<file path="src/rtl/sfm_pkg.sv">
// Shared types and codes for the substring first-match search block.
package sfm_pkg;

  localparam int unsigned PATTERN_MAX_DEF = 16;
  localparam longint unsigned TEXT_MAX_DEF = 64'd65535;

  localparam int unsigned CMD_W = 2;
  localparam int unsigned BYTE_W = 8;
  localparam int unsigned POS_W = 16;
  localparam int unsigned STATUS_W = 2;

  localparam logic [CMD_W-1:0] CMD_CLEAR   = 2'd0;
  localparam logic [CMD_W-1:0] CMD_PATTERN = 2'd1;
  localparam logic [CMD_W-1:0] CMD_TEXT    = 2'd2;
  localparam logic [CMD_W-1:0] CMD_END     = 2'd3;

  localparam logic [STATUS_W-1:0] STATUS_OK       = 2'd0;
  localparam logic [STATUS_W-1:0] STATUS_PAT_OVF  = 2'd1;
  localparam logic [STATUS_W-1:0] STATUS_TEXT_OVF = 2'd2;

  // Per-cycle controls broadcast to every cell of the compare row.
  typedef struct packed {
    logic clear_pat;   // drop the whole pattern
    logic load_pat;    // shift a pattern byte into the row
    logic shift_text;  // shift a text byte into the window
  } sfm_ctl_t;

endpackage

</file>
<file path="src/rtl/sfm_cell.sv">
// One cell of the compare row: a window byte, a pattern byte and an active flag.
module sfm_cell
  import sfm_pkg::*;
(
  input  logic              clk,
  input  logic              rst,
  input  sfm_ctl_t          ctl,
  input  logic [BYTE_W-1:0] pat_in,
  input  logic              act_in,
  input  logic [BYTE_W-1:0] win_in,
  output logic [BYTE_W-1:0] pat_out,
  output logic              act_out,
  output logic [BYTE_W-1:0] win_out,
  output logic              hit
);

  logic [BYTE_W-1:0] pat;
  logic              act;
  logic [BYTE_W-1:0] win;

  // active flag marks cells that lie inside the loaded pattern
  always_ff @(posedge clk) begin
    if (rst || ctl.clear_pat) begin
      act <= 1'b0;
    end else if (ctl.load_pat) begin
      act <= act_in;
    end
  end

  always_ff @(posedge clk) begin
    if (ctl.load_pat) begin
      pat <= pat_in;
    end
    if (ctl.shift_text) begin
      win <= win_in;
    end
  end

  // compare against the byte this cell will hold after the shift
  assign hit     = !act || (win_in == pat);
  assign pat_out = pat;
  assign act_out = act;
  assign win_out = win;

endmodule

</file>
<file path="config.mk">
export PLATFORM = sky130hd
export DESIGN_NAME = sfm_cell
export DESIGN_NICKNAME = d
export VERILOG_FILES = /design/src/rtl/sfm_pkg.sv /design/src/rtl/sfm_cell.sv
export SDC_FILE = /design/constraint.sdc
export NUM_CORES = 1
export LEC_CHECK = 0
export ABC_AREA = 1
export ABC_CLOCK_PERIOD_IN_PS = 1180
export BUFFER_PORTS_ARGS = -buffer_cell sky130_fd_sc_hd__buf_2
export CAP_MARGIN = 40
export CORE_ASPECT_RATIO = 1.2
export CORE_MARGIN = 1.5
export CORE_UTILIZATION = 40
export DETAILED_ROUTE_END_ITERATION = 6
export PLACE_DENSITY = 0.85
export SLEW_MARGIN = 10
export SYNTH_ARGS = -nofsm -noshare
export SYNTH_HDL_FRONTEND = slang
export SYNTH_SLANG_ARGS = --single-unit
</file>
<file path="constraint.sdc">
create_clock -name clk -period 1.18 [get_ports clk]
set_clock_uncertainty 0.2 [all_clocks]
set_input_delay 0.059 -clock clk [delete_from_list [all_inputs] [get_ports clk]]
set_output_delay 0.059 -clock clk [all_outputs]
set_load 0.005 [all_outputs]
</file>
Word level (Yosys, flattened, before mapping)

Cells that the tools add are included.

Bitwise logic cells: 0
Reduce and logical (&&, ||, !) cells: 3
Muxes and demuxes: 0
Equal/unequal tests: 1
Multipliers: 0
Order comparisons: 0
Divide/modulo/power cells: 0
$add $sub $neg: 0
Shift-type cells: 0

Operators by type and width:

| cell             | count |
|---|---|
| $eq 8x8->1       | 1 |
| $logic_or 1x1->1 | 2 |
| $logic_not 1->1  | 1 |

Memories: 0
Latch bits: 0
Memory bits (read-only): 0
Bits in writable memories: 0
Output and inout port bits: 18
Word-level logic and storage cells: 7
Input bits: 22
Bits in registers: 17

Longest topological paths before layout

Word-level depth: 2
Gate-level depth with buffers: 7
Gate-level depth less buffers: 7

Worst setup path before layout

Ideal clock, no wire load.

Path type: reg2out
Start: register pat[1], in the netlist pat_out[1]
End: output port hit
Buffers on the path: 0
Cell stages (with the launch flop): 6
Arrival time: 809 ps
Path slack: 112 ps
Data required time: 921 ps
Cell sequence: edfxtp_1 > xnor2_1 > nand2_1 > nor2_1 > nand2_1 > nand2_1

Cells in the longest elaborated chain, start to end: 2

Ends and longest elaborated chain:

| what                   | line           | text |
|---|---|---|
| start, declared        | sfm_cell.sv:17 | `logic [BYTE_W-1:0] pat;` |
| start signal, assigned | sfm_cell.sv:32 | `pat <= pat_in;` |
| $eq 8x8->1             | sfm_cell.sv:40 | `assign hit = !act \|\| (win_in == pat);` |
| $logic_or 1x1->1       | sfm_cell.sv:40 |  |
| end, declared          | sfm_cell.sv:14 | `output logic hit` |

Every way passes these cells.

Final worst setup path

Ends and elaborated chain as after synthesis.

==> key figures <==
Final layout
  • Area Growth Syn to Fin: 73.6%
  • Register area: 500 µm²
  • Nets@finish: between 100 and 150
  • Multi-input logic area: around 130 µm²
  • Fill count: slightly below 90
  • Fin cells: between 100 and 150
  • Diode count: 0
  • Share of cells above drive strength 1: about two fifths

Floorplanning
  • Die area: roughly 0.0019 mm²
  • Ports: 40
  • Initial Util: between 40% and 50%
  • Die Ht: 47.0 µm
  • Core ar.: approximately 0.0015 mm²
  • Die W: between 30 and 40 µm
  • Placement Rows: 15

Timing
  • Max_slew headroom: between 80% and 90%
  • Setup ws final: -394 ps
  • Tcrit/Tclk final: 133%
  • Min Tclk post-route: 1570 ps
  • Final hold viol count: 0
  • Max Fclk: ~640 MHz
  • Slew Viols, Final: 0
  • Endpoints failing setup: 3
  • RSZ-0062 raised after global routing: yes
  • Slew @ Worst Pin: 201 ps
  • Hold Slack: 271 ps

Synth
  • Seq/Total Area, Yosys: 77.5%
  • Synth async-reset ratio: 0%
  • Netlist cell types: 8
  • Yosys warning total: 0
  • Syn Area/Cell: ~14 µm²
  • Top cells by count, synth: edfxtp_1, nand2_1, inv_1
  • Mapped cell area: 646 µm²
  • Most frequent cell after synthesis: edfxtp_1
  • Synth area leader: edfxtp_1
  • Synth area leaders: edfxtp_1, nand2_1, xnor2_1, inv_1, dfxtp_1
  • Yosys reg bits: 17
  • Top_reg_cell synth: edfxtp_1
  • Cell count after synthesis: 47
  • Post-synth top area share: 74.4%
  • Number of synthesized flops with an enable pin: 16
  • Mapped Nets: 69

Run status
  • Status: finished with violations
  • Failing checks: setup timing

Global routing
  • GRT overflow: 0
  • Total GRT Usage: about 20%
  • First-pass GRT wire length: about 2.5 mm
  • Pin count of the biggest net entering global routing: 10
  • Initial antenna violation count: 0
  • Vias in the first global route: a little over 600

Place
  • Port bufs: 39
  • Placed Cells: approximately 100
  • GPL Wtd Cong: between 0.5 and 0.6
  • Dpl hpwl: around 940 µm
  • Setup WS pre-CTS: -22.0 ps

Clocking
  • CTS tree: yes
  • # H-tree levels: 1
  • CTS Buf Count: 3
  • Clock transition at path regs: approximately 90 ps
  • Clk buf depth: 2
  • Worst skew pair latency: 280 ps
  • Clk sink count: 17
  • Root buf cell: clkbuf_4

Route
  • Post-Route WL: between 1.5 and 2 mm
  • DR pass1 iterations: 4
  • Iter 0 DRT Violations: 13
  • Via count: between 500 and 600
  • Post-DR vias/cell: 4.56
  • Wire per inst: roughly 12 µm
  • Post-route ant nets: 0
  • Drc violations: 0

Worst setup path
  • Slowest stage delay, CP: ~420 ps
  • Crit path capture type: primary output
  • Critical path startpoint category: register
  • CP required: 920 ps
  • R2R setup slack: roughly 320 ps
  • CP Class: reg2out
  • Slowest CP cell: edfxtp_1
  • Critical path peak fanout: 2
  • Worst endpoint data arrival time: approximately 1300 ps
  • Top cell by count, worst path: nand2_1
  • CP cell instances: xnor2_1 -> nand2_1 -> nor2_1 -> nand2_1 -> nand2_1 -> buf_2

Power
  • Pwr/cell area: about 1100 mW/mm²
  • Leakage: 0.523 nW
  • Worst VDD drop: slightly below 0.7 mV
  • Power Total: ~1.2 mW

Run
  • Max-capacitance violation count: 0

Min path
  • Worst min path class: in2reg
-- logic make-up (layout without fill, tap and decap cells) --
group	count (synthesis)	after routing	synth area share, %
simple gates	18	18	10.7
flops	17	17	77.5
buf+inv	6	72	3.49
xor+xnor	5	5	6.78
mux	1	1	1.55
-- timing repair --
item,CTS,global route
hold endpoints to repair,33,0
endpoints found under the setup margin,1,1
buffers inserted,0,2
pin swaps,3,4
gates resized for setup,0,1
hold buffers,21,0
-- stage by stage --
| step | instance area, µm² | util (%) | setup TNS [ps] |
|---|---|---|---|
| 6_report | 1120 | 76.6 | -514 |
| 5_1_grt | 1120 | 76.6 | -693 |
| 4_1_cts | 1100 | 75.0 | -326 |
| 3_5_place_dp | 862 | 58.9 | -22.0 |
| 3_3_place_gp | 862 | 58.9 | -1.42 |
| 2_1_floorplan | 646 | - | 0 |
-- worst paths after layout --
| check | from | endpoint | cells after the start |
|---|---|---|---|
| max | pat_out[1]$_DFFE_PP_ | hit | 6 |
| min | ctl[2] | act_out$_SDFFE_PP0P_ | 3 |
| max reg2reg | act_out$_SDFFE_PP0P_ | act_out$_SDFFE_PP0P_ | 2 |
| min reg2reg | act_out$_SDFFE_PP0P_ | act_out$_SDFFE_PP0P_ | 2 |
-- flip-flops by register name (all words and copies together) (netlist names) --
name	flops
act_out	1
win_out	8
pat_out	8
-- layout by cell type (no fill, tap or decap) --
cell type and instances:
mux2i_1 1, dfxtp_1 1, buf_4 2, xnor2_2 1, nand2_1 15, inv_1 6
clkbuf_4 3, dlygate4sd3_1 21, clkbuf_1 1, buf_2 39, edfxtp_1 16, nor3_1 1
xnor2_1 4, nor2_1 2
-- where the power goes --
group	switching [mW]	leakage, nW	total [mW]	internal, mW
Combinational	0.0846	0.343	0.217	0.132
Clock	0.166	0.0150	0.297	0.131
Sequential	0.0222	0.165	0.732	0.710
Total	0.272	0.523	1.25	0.974
-- cell type report --
cell class / count / area share (%)
flip-flops and latches: 17 / 44.6
multi-input cells: 24 / 11.6
repair buffers: 62 / 37.5
clock buffers: 4 / 2.34
well taps: 17 / 1.90
inverters: 6 / 2.01
-- critical path: cells and delay by family (launching register included) --
family | cells | cell delay, ps
DFF | 1 | 420
and+or+nand+nor | 4 | 320
buffers and inverters | 1 | 100
xor gates and xnor gates | 1 | 210
-- metal layers --
metal / vias up / GRT usage (%) / part of all wire (%) / wire, µm
met2: 28 / 35.7 / 53 / 859
met5: - / 0 / 0 / 0
met1: 277 / 22.3 / 39 / 632
met3: 2 / 3.32 / 6.2 / 100
li1: 286 / - / - / -
met4: 0 / 10.3 / 1.1 / 18
No activity file was read; power rests on OpenSTA's default activity.
